===== src/design/slfe_pkg.sv =====
// Shared types and constants for the sync/length frame extractor.
`timescale 1ns / 1ps

package slfe_pkg;

	localparam logic [7:0] SYNC_BYTE0 = 8'hE0;
	localparam logic [7:0] SYNC_BYTE1 = 8'h55;
	localparam logic [7:0] SYNC_BYTE2 = 8'hAA;
	localparam logic [9:0] TRAILER_BYTES = 10'd4;

	// One extracted frame byte with its tags.
	typedef struct packed {
		logic [7:0] payload_byte;
		logic [7:0] frame_length;
		logic       is_trailer;
		logic       is_last;
	} rec_t;

	// A request moving between the parts of the block.
	typedef struct packed {
		logic valid;
		rec_t rec;
	} req_t;

endpackage


===== src/design/sync_length_frame_extractor_top.sv =====
// Top level of the sync-header, length-prefixed frame extractor.
// Path: an accepted frame byte is written into the queue, then into the output register, which drives the outputs.
// Throughput: one byte per cycle while the queue is not full; the queue and the output register let both sides stall.
// Bytes that yield no request (hunt, header skip, length) are taken at the same rate.
// Reset: arst_n low clears the hunt window, phase, length, counter, queue and output valid.
`timescale 1ns / 1ps

module sync_length_frame_extractor_top #(
	parameter int QUEUE_DEPTH = 4
) (
	input  logic       clk,
	input  logic       arst_n,
	// byte stream in
	input  logic       in_valid,
	output logic       in_stall,
	input  logic [7:0] rx_byte,
	// frame bytes out
	output logic       out_valid,
	input  logic       out_stall,
	output logic [7:0] payload_byte,
	output logic [7:0] frame_length,
	output logic       is_trailer,
	output logic       is_last
);

	slfe_pkg::req_t push;
	slfe_pkg::req_t head;
	slfe_pkg::rec_t out_rec;
	logic           full;
	logic           pop;

	// Front end: hunt for E0 55 AA with a sliding window, drop two header
	// bytes, capture the length, then tag each body and trailer byte.
	slfe_front u_front (
		.clk      (clk),
		.arst_n   (arst_n),
		.in_valid (in_valid),
		.full     (full),
		.rx_byte  (rx_byte),
		.in_stall (in_stall),
		.push     (push)
	);

	// Decouple the front end from the sink so each may stall on its own.
	slfe_queue #(
		.DEPTH (QUEUE_DEPTH)
	) u_queue (
		.clk    (clk),
		.arst_n (arst_n),
		.push   (push),
		.pop    (pop),
		.full   (full),
		.head   (head)
	);

	// Output register: hold the request until the sink takes it.
	slfe_back u_back (
		.clk       (clk),
		.arst_n    (arst_n),
		.head      (head),
		.out_stall (out_stall),
		.pop       (pop),
		.out_valid (out_valid),
		.out_rec   (out_rec)
	);

	assign payload_byte = out_rec.payload_byte;
	assign frame_length = out_rec.frame_length;
	assign is_trailer   = out_rec.is_trailer;
	assign is_last      = out_rec.is_last;

endmodule


===== src/design/slfe_front.sv =====
// Front end: sync hunt, header skip, length capture and byte tagging.
`timescale 1ns / 1ps

module slfe_front (
	input  logic                clk,
	input  logic                arst_n,
	input  logic                in_valid,
	input  logic                full,
	input  logic [7:0]          rx_byte,
	output logic                in_stall,
	output slfe_pkg::req_t      push
);

	typedef enum logic [2:0] {
		PH_HUNT,
		PH_SKIP1,
		PH_SKIP2,
		PH_LEN,
		PH_DATA
	} phase_t;

	phase_t      phase_q, phase_d;
	logic [15:0] window_q, window_d;
	logic [7:0]  len_q, len_d;
	logic [8:0]  cnt_q, cnt_d;
	logic        acc;
	logic        trailer;
	logic        last;

	assign in_stall = full;
	assign acc      = in_valid && !full;

	assign trailer = cnt_q >= {1'b0, len_q};
	assign last    = ({1'b0, cnt_q} + 10'd1) >= ({2'b00, len_q} + slfe_pkg::TRAILER_BYTES);

	always_comb begin
		phase_d  = phase_q;
		window_d = window_q;
		len_d    = len_q;
		cnt_d    = cnt_q;
		push.valid            = 1'b0;
		push.rec.payload_byte = rx_byte;
		push.rec.frame_length = len_q;
		push.rec.is_trailer   = trailer;
		push.rec.is_last      = last;
		case (phase_q)
			PH_SKIP1: begin
				phase_d = PH_SKIP2;
			end
			PH_SKIP2: begin
				phase_d = PH_LEN;
			end
			PH_LEN: begin
				len_d   = rx_byte;
				cnt_d   = 9'd0;
				phase_d = PH_DATA;
			end
			PH_DATA: begin
				push.valid = acc;
				if (last) begin
					phase_d  = PH_HUNT;
					cnt_d    = 9'd0;
					window_d = 16'd0;
				end else begin
					cnt_d = cnt_q + 9'd1;
				end
			end
			default: begin
				if (window_q == {slfe_pkg::SYNC_BYTE0, slfe_pkg::SYNC_BYTE1}
						&& rx_byte == slfe_pkg::SYNC_BYTE2) begin
					window_d = 16'd0;
					phase_d  = PH_SKIP1;
				end else begin
					window_d = {window_q[7:0], rx_byte};
					phase_d  = PH_HUNT;
				end
			end
		endcase
	end

	always_ff @(posedge clk or negedge arst_n) begin
		if (!arst_n) begin
			phase_q  <= PH_HUNT;
			window_q <= 16'd0;
			len_q    <= 8'd0;
			cnt_q    <= 9'd0;
		end else if (acc) begin
			phase_q  <= phase_d;
			window_q <= window_d;
			len_q    <= len_d;
			cnt_q    <= cnt_d;
		end
	end

endmodule


===== src/design/slfe_queue.sv =====
// Short request queue between the front end and the output stage.
`timescale 1ns / 1ps

module slfe_queue #(
	parameter int DEPTH = 4
) (
	input  logic           clk,
	input  logic           arst_n,
	input  slfe_pkg::req_t push,
	input  logic           pop,
	output logic           full,
	output slfe_pkg::req_t head
);

	localparam int PW = (DEPTH > 1) ? $clog2(DEPTH) : 1;
	localparam int CW = $clog2(DEPTH + 1);
	localparam logic [PW-1:0] LAST_PTR = PW'(DEPTH - 1);
	localparam logic [CW-1:0] FULL_CNT = CW'(DEPTH);

	slfe_pkg::rec_t mem_q [DEPTH];
	logic [PW-1:0]  wr_ptr_q;
	logic [PW-1:0]  rd_ptr_q;
	logic [CW-1:0]  count_q;
	logic           do_push;
	logic           do_pop;

	assign full       = count_q == FULL_CNT;
	assign head.valid = count_q != '0;
	assign head.rec   = mem_q[rd_ptr_q];
	assign do_push    = push.valid && !full;
	assign do_pop     = pop && head.valid;

	always_ff @(posedge clk) begin
		if (do_push) begin
			mem_q[wr_ptr_q] <= push.rec;
		end
	end

	always_ff @(posedge clk or negedge arst_n) begin
		if (!arst_n) begin
			wr_ptr_q <= '0;
			rd_ptr_q <= '0;
			count_q  <= '0;
		end else begin
			if (do_push) begin
				wr_ptr_q <= (wr_ptr_q == LAST_PTR) ? '0 : wr_ptr_q + PW'(1);
			end
			if (do_pop) begin
				rd_ptr_q <= (rd_ptr_q == LAST_PTR) ? '0 : rd_ptr_q + PW'(1);
			end
			if (do_push && !do_pop) begin
				count_q <= count_q + CW'(1);
			end else if (do_pop && !do_push) begin
				count_q <= count_q - CW'(1);
			end
		end
	end

endmodule


===== src/design/slfe_back.sv =====
// Output stage: register the head of the queue and hand it to the sink.
`timescale 1ns / 1ps

module slfe_back (
	input  logic           clk,
	input  logic           arst_n,
	input  slfe_pkg::req_t head,
	input  logic           out_stall,
	output logic           pop,
	output logic           out_valid,
	output slfe_pkg::rec_t out_rec
);

	logic           valid_q;
	slfe_pkg::rec_t rec_q;

	// Refill when the register is empty or its request leaves this cycle.
	assign pop       = head.valid && (!valid_q || !out_stall);
	assign out_valid = valid_q;
	assign out_rec   = rec_q;

	always_ff @(posedge clk or negedge arst_n) begin
		if (!arst_n) begin
			valid_q <= 1'b0;
		end else if (!valid_q || !out_stall) begin
			valid_q <= head.valid;
		end
	end

	always_ff @(posedge clk) begin
		if (pop) begin
			rec_q <= head.rec;
		end
	end

endmodule

===== config.mk =====
export PLATFORM = sky130hd
export DESIGN_NAME = sync_length_frame_extractor_top
export DESIGN_NICKNAME = d
export VERILOG_FILES = /design/src/design/slfe_pkg.sv /design/src/design/sync_length_frame_extractor_top.sv /design/src/design/slfe_front.sv /design/src/design/slfe_queue.sv /design/src/design/slfe_back.sv
export SDC_FILE = /design/constraint.sdc
export NUM_CORES = 1
export LEC_CHECK = 0
export BUFFER_PORTS_ARGS = -buffer_cell sky130_fd_sc_hd__buf_2
export CORE_MARGIN = 1
export CORE_UTILIZATION = 35
export CTS_CLUSTER_DIAMETER = 80
export DETAILED_ROUTE_END_ITERATION = 10
export HOLD_SLACK_MARGIN = 0.08
export PLACE_DENSITY_LB_ADDON = 0.15
export SKIP_CTS_REPAIR_TIMING = 1
export SLEW_MARGIN = 20
export SYNTH_ARGS = -nofsm -noshare
export SYNTH_HDL_FRONTEND = slang
export SYNTH_HIERARCHICAL = 1
export SYNTH_SLANG_ARGS = --single-unit

===== constraint.sdc =====
create_clock -name clk -period 2.9 [get_ports clk]
set_input_delay 0.145 -clock clk [delete_from_list [all_inputs] [get_ports clk]]
set_output_delay 0.145 -clock clk [all_outputs]
set_load 0.01 [all_outputs]

* Word-level counts from Yosys, hierarchy flattened *
Memories as Yosys holds them, arrays and structs flattened. A register that Yosys moved wholly into a read port is not among the register bits.
Index checks and enable logic that the tools add are counted.

operators by class
  reductions and logical operators = 21
  eq/ne operators = 10
  bitwise gates (word level) = 1
  order comparisons = 2
  add/sub/neg operators = 7
  muxes and demuxes = 15

operators with widths
  kind                    number
  $mux W16                2
  $pmux W16 S2            1
  $pmux W9 S2             1
  $eq A16 B16 Y1 const B  1
  $pmux W3 S4             1
  $add A9 B1 Y10 const B  1
  $ge A10 B10 Y1          1
  $add A8 B3 Y9 const B   1
  $add A9 B1 Y9 const B   1
  $ge A9 B8 Y1            1
  $mux W3                 3
  $mux W9                 1
  $eq A8 B8 Y1 const B    1
  $logic_and A1 B1 Y1     7
  $eq A3 B2 Y1 const B    2
  $eq A3 B3 Y1 const B    2
  $reduce_and A2 Y1       3
  $logic_not A1 Y1        5
  $add A2 B1 Y2 const B   2
  $eq A2 B2 Y1 const B    2
  $mux W1                 4
  $mux W2                 2
  $reduce_bool A2 Y1      2
  $add A3 B1 Y3 const B   1
  other kinds (8)         8

storage, ports and cells
  memory bits (writable) = 72
  word-level logic and storage cells = 65
  memories kept = 1
  register bits = 44
  output and inout bits = 20
  bits of input ports = 12

memory list
  memory         depth  width  rd ports  clocked after memory_dff  wr ports  line              RTL
  u_queue.mem_q  4      18     1         1                         1         slfe_queue.sv:20  slfe_pkg::rec_t mem_q [DEPTH];

* Logic depth before layout (Yosys ltp) *
Gate-level depths: netlist (run 1).

  depth after elaboration = 9
  depth in mapped cells = 13
  depth with buffers taken out = 12

* By module *
The synthesis (run 1) kept the hierarchy.

modules (own cells, without submodules)
  module      seq. area each (µm²)  cells each  area an instance (µm²)  instances
  slfe_queue  2337.2                131         3071.7                  1
  slfe_front  900.9                 212         2230.9                  1
  slfe_back   565.5                 21          584.3                   1

* Worst setup path after synthesis (run 1) *
No wires, ideal clock.

  path kind = flip-flop to flip-flop
  from = reg u_front.cnt_q[0]
  to = reg u_front.window_q[10]
  period minus slack after synthesis = 2587 ps
  cell stages (with the launch flop) = 14
  buffers on the path = 1
  slack = 313 ps
  data required time = 2836 ps
  data arrival time = 2523 ps
  library setup time = 64 ps
  cell sequence = dfrtp_1 ha_1 nand3_1 inv_1 nand3_1 xnor2_1 ha_1 and2_4 a221o_1 a31oi_2 o21ai_2 o21ai_4 buf_6 a22o_2

on the way
  cells in the longest elaborated chain, start to end = 4

ends and longest elaborated chain
  element                             line              RTL
  from (decl)                         slfe_front.sv:25  logic [8:0] cnt_q, cnt_d;
  from (signal assigned)              slfe_front.sv:91  cnt_q <= cnt_d;
  $add A9 B1 Y10                      slfe_front.sv:34  assign last = ({1'b0, cnt_q} + 10'd1) >= ({2'b00, len_q} + slfe_pkg::TRAILER_BYTES);
  $ge A10 B10 Y1                      slfe_front.sv:34
  named net u_front.last              slfe_front.sv:28  logic last;
  $ne A2 B1 Y1 (no source line)       -
  $reduce_and A3 Y1 (no source line)  -
  to (signal assigned)                slfe_front.sv:89  window_q <= window_d;
  to (decl)                           slfe_front.sv:23  logic [15:0] window_q, window_d;

The timed path passes the listed nets, and every way through them passes these cells.
A chain may end at the register's enable or synchronous reset.

==> flow_metrics.env, run 1 <==
export IMPL_slew_headroom_pct=59.45
export IMPL_multiInputGateArea_mm2=0.001916
export IMPL_area_growth_pct=20.66
export IMPL_p_switching_mw=2.143
export IMPL_crit_type="flop to flop"
export IMPL_vias_per_cell=4.839
export IMPL_sequentialPowerShare_pct=41.1
export IMPL_power_density_mw_per_mm2=990.1
export IMPL_netlist_area_leader_share_pct=45.91
export IMPL_yosys_top_cells_area="edfxtp_1 46%, dfrtp_1 19%, mux4_2 6.9%, ha_1 5.3%, mux2_2 1.9%"
export IMPL_overflow=0
export IMPL_ys_types=55
export IMPL_required_ps=3260
export IMPL_dpl_cell_area_mm2=0.006376
export IMPL_fin_nets=463
export IMPL_hold_path_class="primary input to flop"
export IMPL_fmax_ghz=0.3683
export IMPL_portBuffers=31
export IMPL_tns_ps=0
export IMPL_initial_core_util_pct=35.63
export IMPL_critPathMaxFanout=16
export IMPL_critPathArrivalTime_ps=3070
export IMPL_globalplace_congestion=0.7526
export IMPL_root_buffer="clkbuf_16"
export IMPL_io_pins=32
export IMPL_rows=47
export IMPL_grt_pass1_vias=3324
export IMPL_numCtsBuffers=17
export IMPL_yosysWarnings=6
export IMPL_core_area_mm2=0.01652
export IMPL_cts_tree="built"
export IMPL_fin_crit_ps=2715
export IMPL_ant_nets=0
export IMPL_rsz0062_at_grt="no"
export IMPL_drc_errors=0
export IMPL_first_pass_iters=4
export IMPL_skew_ps=6.896
export IMPL_fin_crit_sh_pct=93.63
export IMPL_clk_pin_slew_ps=60
export IMPL_grt_pass1_wl_um=18530
export IMPL_synth_sequential_area_ratio_pct=64.61
export IMPL_syn_area_per_cell_um2=16.17
export IMPL_drive_gt1_share_pct=34.70
export IMPL_synth_edf_count=90
export IMPL_cts_sinks=134
export IMPL_drtIter0Drc=127
export IMPL_ctsLongestPathBuffers=2
export IMPL_syn_inst=364
export IMPL_yosysTopAreaCell="edfxtp_1"
export IMPL_pwr_share_clk_pct=29.9
export IMPL_leakage_nw=2.818
export IMPL_die_y_um=131.7
export IMPL_layout_commonest_cell="edfxtp_1"
export IMPL_antenna_found_initial=0
export IMPL_outcome="finished, final reports clean"
export IMPL_final_cell_mix="90 x edfxtp_1, 41 x dfrtp_1, 30 x buf_2, 24 x ha_1, 19 x buf_4"
export IMPL_setup_viol=0
export IMPL_grtUsageTotal_pct=14.49
export IMPL_async_flop_share_pct=32.84
export IMPL_finalHoldViolations=0
export IMPL_regArea_mm2=0.003807
export IMPL_synthFlopType="edfxtp_1"
export IMPL_setup_worst_path_start_class="flop"
export IMPL_ir_drop_mv=0.5233
export IMPL_die_width_um=131.7
export IMPL_internal_power_mw=4.890
export IMPL_p_sw_share_pct=30.47
export IMPL_drv_cap=0
export IMPL_dp_hpwl_um=7404
export IMPL_worst_setup_path_end_kind="flop"
export IMPL_tightest_slew_ps=608.3
export IMPL_syn_area_mm2=0.005887
export IMPL_antenna_cells=0
export IMPL_vias=3184
export IMPL_fill_cells=1502
export IMPL_clk_latency_ps=420
export IMPL_die_area_mm2=0.01734
export IMPL_wirelength_um=11450
export IMPL_comb_power_share_pct=29.1
export IMPL_wl_per_cell_um=17.41
export IMPL_stdcell_area_mm2=0.007103
export IMPL_synth_seq_cells=134
export IMPL_htree_levels=4
export IMPL_slew_viol_final=0
export IMPL_grt_max_degree=45
export IMPL_syn_nets=402
==> power groups by stage <==
stage          registers [mW]  clock network (mW)  logic, mW
2_1_floorplan            2.89                   0       1.41
3_3_place_gp             2.91                   0       1.99
3_5_place_dp             2.92                   0       2.04
4_1_cts                  2.88                2.15       2.05
5_1_grt                  2.95                2.23       2.26
6_report                 2.89                2.10       2.04
==> metrics by stage <==
step           power [mW]  cells  utilization, %  hold WS [ps]  setup slack (ps)
2_1_floorplan       4.306    364               -        -150.6             313.3
3_3_place_gp        4.901    615           38.59         371.2             162.1
3_5_place_dp        4.957    615           38.59         377.0             77.63
4_1_cts             7.082    647           42.07        -66.34             52.01
5_1_grt             7.439    658           42.98         214.0             22.26
6_report            7.032    658           42.98         192.7             184.6
==> cells by family (layout without fill, tap and decap cells) <==
logic type / count (synthesis) / after routing / share of synthesized area (%)
adder cells (fa/ha/maj): 26 / 26 / 5.654
XOR/XNOR: 13 / 13 / 1.934
multiplexers: 34 / 34 / 10.16
buffers and inverters: 36 / 110 / 3.485
AO/OA/AOI/OAI: 52 / 52 / 7.248
AND/OR/NAND/NOR: 69 / 69 / 6.908
flip-flops: 134 / 134 / 64.61
==> synthesized netlist by cell type (2+ instances only) <==
master	number
edfxtp_1	90
nor2_1	11
nand3_1	10
mux2i_1	2
nor4bb_1	3
a22o_2	10
a21oi_1	5
xor2_1	2
nand2b_1	2
nand2_1	15
inv_1	15
xnor2_1	11
mux4_2	18
dfrtp_1	44
ha_1	25
buf_2	5
buf_4	13
buf_6	2
nor4b_1	2
o21ai_0	6
a21o_1	6
mux2_4	4
or2_2	2
and3_1	3
nor3_1	3
and2_2	4
a22o_1	11
nor2b_1	4
mux2_2	10
==> registers in the layout (all words and copies together) (netlist names) <==
register / cells
u_back/out_rec: 18
u_back/out_valid: 1
u_front/cnt_q: 9
u_front/len_q: 8
u_front/phase_q: 3
u_front/window_q: 16
u_queue/count_q: 3
u_queue/mem_q: 72
u_queue/rd_ptr_q: 2
u_queue/wr_ptr_q: 2
==> final timing paths <==
path | start | end | slack (ps) | cells past startpoint
setup / recovery | u_front/cnt_q[0]$_DFFE_PN0P_ | u_front/window_q[13]$_DFFE_PN0P_ | 180 | 13
hold / removal | in_valid | u_front/phase_q[0]$_DFFE_PN0P_ | 190 | 4
setup reg to reg | u_front/cnt_q[0]$_DFFE_PN0P_ | u_front/window_q[13]$_DFFE_PN0P_ | 180 | 13
hold reg to reg | u_front/window_q[8]$_DFFE_PN0P_ | u_front/window_q[8]$_DFFE_PN0P_ | 510 | 1
max in group asynchronous | arst_n | u_front/cnt_q[1]$_DFFE_PN0P_ | 2190 | 2
min in group asynchronous | arst_n | u_queue/wr_ptr_q[1]$_DFFE_PN0P_ | 280 | 2
==> worst max-delay path, stage by stage (launching register included) <==
cell and delay (ps):
dfrtp_2 430, ha_4 160, nand3_2 110, inv_2 90
nand3_1 110, xnor2_2 160, ha_1 330, and2_4 150
a221o_1 310, a31oi_2 190, o21ai_2 130, o21ai_4 180
buf_12 150, a22o_2 140
==> per-layer routing <==
layer,global-route usage [%],routed length [µm],vias up
met5,0,0,-
met1,18.73,5444,1612
met4,7.946,297,0
met3,3.588,310,17
li1,-,-,1506
met2,22.34,5401,49
==> area by class of cell <==
class | instances | area share (%)
multi-input combinational | 194 | 26.97
inverter | 15 | 0.7927
clock buffer | 17 | 5.989
timing repair buffer | 63 | 6.658
clock inverter | 15 | 2.114
sequential | 134 | 53.60
tap | 220 | 3.875
(Power assumes the default switching activity.)
==> inputs of run 2 (changes only) <==
- clock period: 2.9 -> 2.99 ns (I/O delays scaled with it)
==> run 2 against run 1 <==
Against the previous run: critical path type unchanged; cell count fell by 0.91%; register-to-register slack got worse by 60 ps; setup slack got worse by 60 ps; via count fell by 0.50%.
==> flow_metrics.env, run 2 (synthesis results as in run 1) <==
export IMPL_fin_crit_ps=2866
export IMPL_die_width_um=131.7
export IMPL_dp_slack_ps=142.8
export IMPL_fill_cells=1477
export IMPL_power_density_mw_per_mm2=969.8
export IMPL_setup_worst_path_start_class="flop"
export IMPL_rows=47
export IMPL_vias_per_cell=4.859
export IMPL_antenna_found_initial=0
export IMPL_cts_tree="built"
export IMPL_dp_hpwl_um=7301
export IMPL_worst_slack_ps=124.2
export IMPL_first_pass_iters=4
export IMPL_ant_nets=0
export IMPL_overflow=0
export IMPL_slowest_delay_ps=410
export IMPL_critPathArrivalTime_ps=3220
export IMPL_fin_crit_sh_pct=95.84
export IMPL_root_buffer="clkbuf_16"
export IMPL_antenna_cells=0
export IMPL_whs_path_depth=1
export IMPL_finalHoldViolations=0
export IMPL_ir_drop_mv=0.4558
export IMPL_critPathMaxFanout=16
export IMPL_numCtsBuffers=17
export IMPL_clk_latency_ps=420
export IMPL_layout_commonest_cell="edfxtp_1"
export IMPL_grt_pass1_vias=3305
export IMPL_hold_slack_ps=110.9
export IMPL_worst_setup_path_end_kind="flop"
export IMPL_hold_path_class="primary input to flop"
export IMPL_grt_pass1_wl_um=17970
export IMPL_slew_viol_final=0
export IMPL_largest_register="u_queue/mem_q"
export IMPL_grt_max_degree=29
export IMPL_vias=3168
export IMPL_wl_per_cell_um=17.33
export IMPL_portBuffers=31
export IMPL_fmax_ghz=0.3489
export IMPL_setup_viol=0
export IMPL_drtIter0Drc=190
export IMPL_largest_register_ffs=72
export IMPL_die_area_mm2=0.01734
export IMPL_core_area_mm2=0.01652
export IMPL_drc_errors=0
export IMPL_area_growth_pct=19.36
export IMPL_htree_levels=4
export IMPL_final_cell_mix="90 x edfxtp_1, 44 x dfrtp_1, 31 x buf_2, 25 x ha_1, 18 x mux4_2"
export IMPL_leakage_nw=2.790
export IMPL_skew_ps=12.62
export IMPL_cp_slowest_cell="dfrtp_1"
export IMPL_wirelength_um=11300
export IMPL_drive_gt1_share_pct=32.64
export IMPL_r2r_cells=13
export IMPL_fin_nets=457
export IMPL_tightest_slew_ps=692.7
export IMPL_cts_sinks=134
export IMPL_crit_type="flop to flop"
export IMPL_globalplace_congestion=0.7661
export IMPL_slew_headroom_pct=53.82
export IMPL_initial_core_util_pct=35.63
export IMPL_ctsLongestPathBuffers=2
export IMPL_clk_pin_slew_ps=60
export IMPL_io_pins=32
export IMPL_grtUsageTotal_pct=14.04
export IMPL_outcome="finished, final reports clean"
export IMPL_die_y_um=131.7
export IMPL_power_mw=6.814
export IMPL_crit_chain="ha_1 -> nand3_1 -> inv_1 -> nand3_1 -> xnor2_2 -> ha_1 -> and2_4 -> a221o_1 -> a31oi_4 -> o21ai_4 -> o21ai_4 -> buf_12 -> a22o_2"
export IMPL_required_ps=3340
export IMPL_drv_cap=0
[run 2: worst paths after layout]
kind                                                  start                               end  slack, ps
max reg2reg                    u_front/cnt_q[0]$_DFFE_PN0P_   u_front/window_q[9]$_DFFE_PN0P_        120
max in group asynchronous                            arst_n   u_front/window_q[0]$_DFFE_PN0P_       1970
min                                              rx_byte[0]    u_queue/mem_q[0][10]$_DFFE_PP_        110
min reg2reg                u_front/window_q[13]$_DFFE_PN0P_  u_front/window_q[13]$_DFFE_PN0P_        490
min in group asynchronous                            arst_n      u_front/cnt_q[0]$_DFFE_PN0P_        310
max                            u_front/cnt_q[0]$_DFFE_PN0P_   u_front/window_q[9]$_DFFE_PN0P_        120
[run 2: power breakdown]
| group | internal, mW | switching, mW | total [mW] |
|---|---|---|---|
| logic | 1.01 | 0.993 | 2.00 |
| clock network | 1.29 | 0.766 | 2.06 |
| registers | 2.49 | 0.270 | 2.76 |
[run 2: stage by stage]
stage                     area (µm²)  TNS [ps]  cells  utilization (%)
final                           7027         0    652            42.52
after global routing            7027    -173.6    652            42.52
after CTS                       6888         0    641            41.68
after detailed placement        6294         0    609            38.09
after global placement          6294         0    609            38.09
after floorplan                 5887         0    364                -
[run 2: final cells by class]
type	instances	area, µm²	share of cell area [%]
repair buffers	57	385.4	5.484
clock buffers	21	470.5	6.695
flip-flops and latches	134	3804	54.13
clock inverters	11	123.9	1.763
well taps	220	275.3	3.917
multi-input cells	194	1912	27.21
inverters	15	56.30	0.8013
[run 2: layer usage]
metal  global-route usage, %  up-vias  wire length, µm  part of all wire [%]
li1                        -     1494                -                     -
met1                   17.54     1617             5232                    46
met2                   23.13       43             5590                    49
met3                   3.781       14              312                   2.8
met4                   5.426        0              165                   1.5
met5                       0        -                0                     0
[run 2: critical path: cells and delay by family (launching register included)]
kind	cells	cell delay (ps)
and+or+nand+nor	3	430
xor gates and xnor gates	1	170
adders and majority gates	2	520
AOI/OAI and AO/OA	5	990
buffers and inverters	2	270
DFF	1	410
==> inputs of run 3 (changes only) <==
- BUFFER_PORTS_ARGS: -buffer_cell sky130_fd_sc_hd__buf_2 -> -buffer_cell sky130_fd_sc_hd__clkbuf_2
==> run 3 against run 2 <==
Against the previous run: cell count is 0.15% lower; critical path depth stayed put; clock power is 3% higher; register-to-register slack better by 60 ps; sequential power hardly changed; die area stayed put; combinational power hardly changed; via count hardly changed; first-iteration DRC count is 28% lower; final area is 0.11% higher; critical path type unchanged; critical endpoint is now u_front/window_q[6]$_DFFE_PN0P_; highest routed layer unchanged.
==> flow_metrics.env, run 3 (synthesis results as in run 1) <==
export IMPL_tightest_slew_ps=912.9
export IMPL_stdcell_area_mm2=0.007034
export IMPL_sequentialPowerShare_pct=40.0
export IMPL_p_switching_mw=2.037
export IMPL_critPathArrivalTime_ps=3160
export IMPL_dpl_cell_area_mm2=0.006294
export IMPL_power_density_mw_per_mm2=978.3
export IMPL_portBuffers=31
export IMPL_die_area_mm2=0.01734
export IMPL_place_inst=609
export IMPL_slew_headroom_pct=39.14
export IMPL_largest_register="u_queue/mem_q"
export IMPL_wl_per_cell_um=17.39
export IMPL_fin_crit_ps=2806
export IMPL_grtUsageTotal_pct=14.38
export IMPL_worst_slack_ps=183.7
export IMPL_required_ps=3350
export IMPL_antenna_found_initial=0
export IMPL_largest_register_ffs=72
export IMPL_regToRegStartpoint="u_front/cnt_q[1]$_DFFE_PN0P_"
export IMPL_first_pass_iters=4
export IMPL_die_y_um=131.7
export IMPL_tns_ps=0
export IMPL_hold_start="rx_byte[2]"
export IMPL_overflow=0
export IMPL_vias_per_cell=4.863
export IMPL_critPathMaxFanout=16
export IMPL_root_buffer="clkbuf_16"
export IMPL_core_area_mm2=0.01652
export IMPL_fmax_ghz=0.3563
export IMPL_hold_slack_ps=75.45
export IMPL_slowest_delay_ps=400
export IMPL_fin_nets=456
export IMPL_area_growth_pct=19.49
export IMPL_numCtsBuffers=17
export IMPL_cp_slowest_cell="dfrtp_1"
export IMPL_clk_latency_ps=420
export IMPL_die_width_um=131.7
export IMPL_pwr_share_clk_pct=30.9
export IMPL_wirelength_um=11320
export IMPL_fin_crit_sh_pct=93.85
export IMPL_r2r_end="u_front/window_q[6]$_DFFE_PN0P_"
export IMPL_setup_worst_path_start_class="flop"
export IMPL_clk_pin_slew_ps=60
export IMPL_ir_drop_mv=0.4343
export IMPL_path_buf_inv=2
export IMPL_setup_viol=0
export IMPL_drv_cap=0
export IMPL_r2r_slack_ps=180
export IMPL_p_sw_share_pct=29.61
export IMPL_final_cell_mix="90 x edfxtp_1, 44 x dfrtp_1, 30 x clkbuf_2, 25 x ha_1, 18 x mux4_2"
export IMPL_ctsLongestPathBuffers=2
export IMPL_leakage_nw=2.809
export IMPL_fill_cells=1486
export IMPL_dp_hpwl_um=7314
export IMPL_antenna_cells=0
export IMPL_slew_viol_final=0
export IMPL_grtUsageMet2_pct=22.60
export IMPL_gr_max_usage_layer="met2"
export IMPL_rsz0062_at_grt="no"
export IMPL_cts_tree="built"
export IMPL_finalHoldViolations=0
export IMPL_htree_levels=4
export IMPL_hold_path_class="primary input to flop"
export IMPL_use_met3_pct=3.434
export IMPL_drtIter0Drc=136
export IMPL_ant_nets=0
export IMPL_drive_gt1_share_pct=33.18
export IMPL_io_pins=32
export IMPL_outcome="finished, final reports clean"
export IMPL_initial_core_util_pct=35.63
export IMPL_critPathLaunch="u_front/cnt_q[1]$_DFFE_PN0P_"
export IMPL_cts_sinks=134
export IMPL_crit_type="flop to flop"
export IMPL_layout_commonest_cell="edfxtp_1"
export IMPL_dp_slack_ps=112.7
export IMPL_whs_path_depth=1
export IMPL_grt_pass1_wl_um=18260
export IMPL_grt_pass1_vias=3243
export IMPL_hold_end="u_queue/mem_q[3][12]$_DFFE_PP_"
export IMPL_drc_errors=0
export IMPL_skew_ps=7.776
export IMPL_vias=3166
export IMPL_rows=47
export IMPL_path_delay_family="compound AO/OA/AOI/OAI gates"
export IMPL_grt_util_met1_pct=18.67
export IMPL_crit_chain="ha_1 -> nand3_2 -> inv_2 -> nand3_1 -> xnor2_2 -> ha_1 -> and2_4 -> a221o_1 -> a31oi_4 -> o21ai_4 -> o21ai_4 -> buf_12 -> a22o_2"
export IMPL_r2r_cells=13
export IMPL_globalplace_congestion=0.8035
export IMPL_grt_max_degree=40
export IMPL_worst_setup_path_end_kind="flop"
export IMPL_comb_power_share_pct=29.1
export IMPL_final_cell_count_no_fill=651
export IMPL_internal_power_mw=4.845
-- run 3: cell types whose count changed in the layout (fill, tap and decap cells not counted), sizes merged --
cell         before  now
clkinv            5    7
dlygate4sd3       9    8
bufinv            2    3
clkbuf           21   50
clkinvlp          3    0
inv              16   17
buf              48   18
-- run 3: how the worst max path moves through the flow --
| stage | slack, ps | cells past startpoint | to |
|---|---|---|---|
| floorplan | 400 | 13 | u_front/window_q[10]$_DFFE_PN0P_ |
| global placement | 220 | 11 | u_front/cnt_q[3]$_DFFE_PN0P_ |
| detailed placement | 110 | 12 | u_front/cnt_q[6]$_DFFE_PN0P_ |
| CTS | 90 | 12 | u_front/cnt_q[6]$_DFFE_PN0P_ |
| global route | 7 | 13 | u_front/window_q[6]$_DFFE_PN0P_ |
| finish | 180 | 13 | u_front/window_q[6]$_DFFE_PN0P_ |
-- run 3: layout make-up --
class	instances	area, µm²	area share, %
clock buffer	20	456.7	6.492
clock inverter	12	150.1	2.134
inverter	15	56.30	0.8004
multi-input combinational	194	1917	27.25
sequential	134	3804	54.07
tap	220	275.3	3.913
timing repair buffer	56	375.4	5.336
-- run 3: per-layer routing --
layer,part of all wire [%],wire length [µm]
met2,48,5388
met4,2.2,247
met5,0,0
met1,47,5345
met3,3.0,339
-- run 3: power by group through the flow --
stage | sequential [mW] | clock, mW | combinational, mW
floorplan | 2.81 | 0 | 1.37
global placement | 2.79 | 0 | 1.95
detailed placement | 2.80 | 0 | 1.99
CTS | 2.77 | 2.18 | 2.00
global route | 2.81 | 2.25 | 2.22
finish | 2.75 | 2.12 | 2.00
-- run 3: metrics by stage --
| stage | util (%) | power [mW] |
|---|---|---|
| after detailed placement | 38.09 | 4.788 |
| after CTS | 41.76 | 6.941 |
| final | 42.57 | 6.882 |
| after floorplan | - | 4.177 |
| after global routing | 42.57 | 7.283 |
| after global placement | 38.09 | 4.742 |
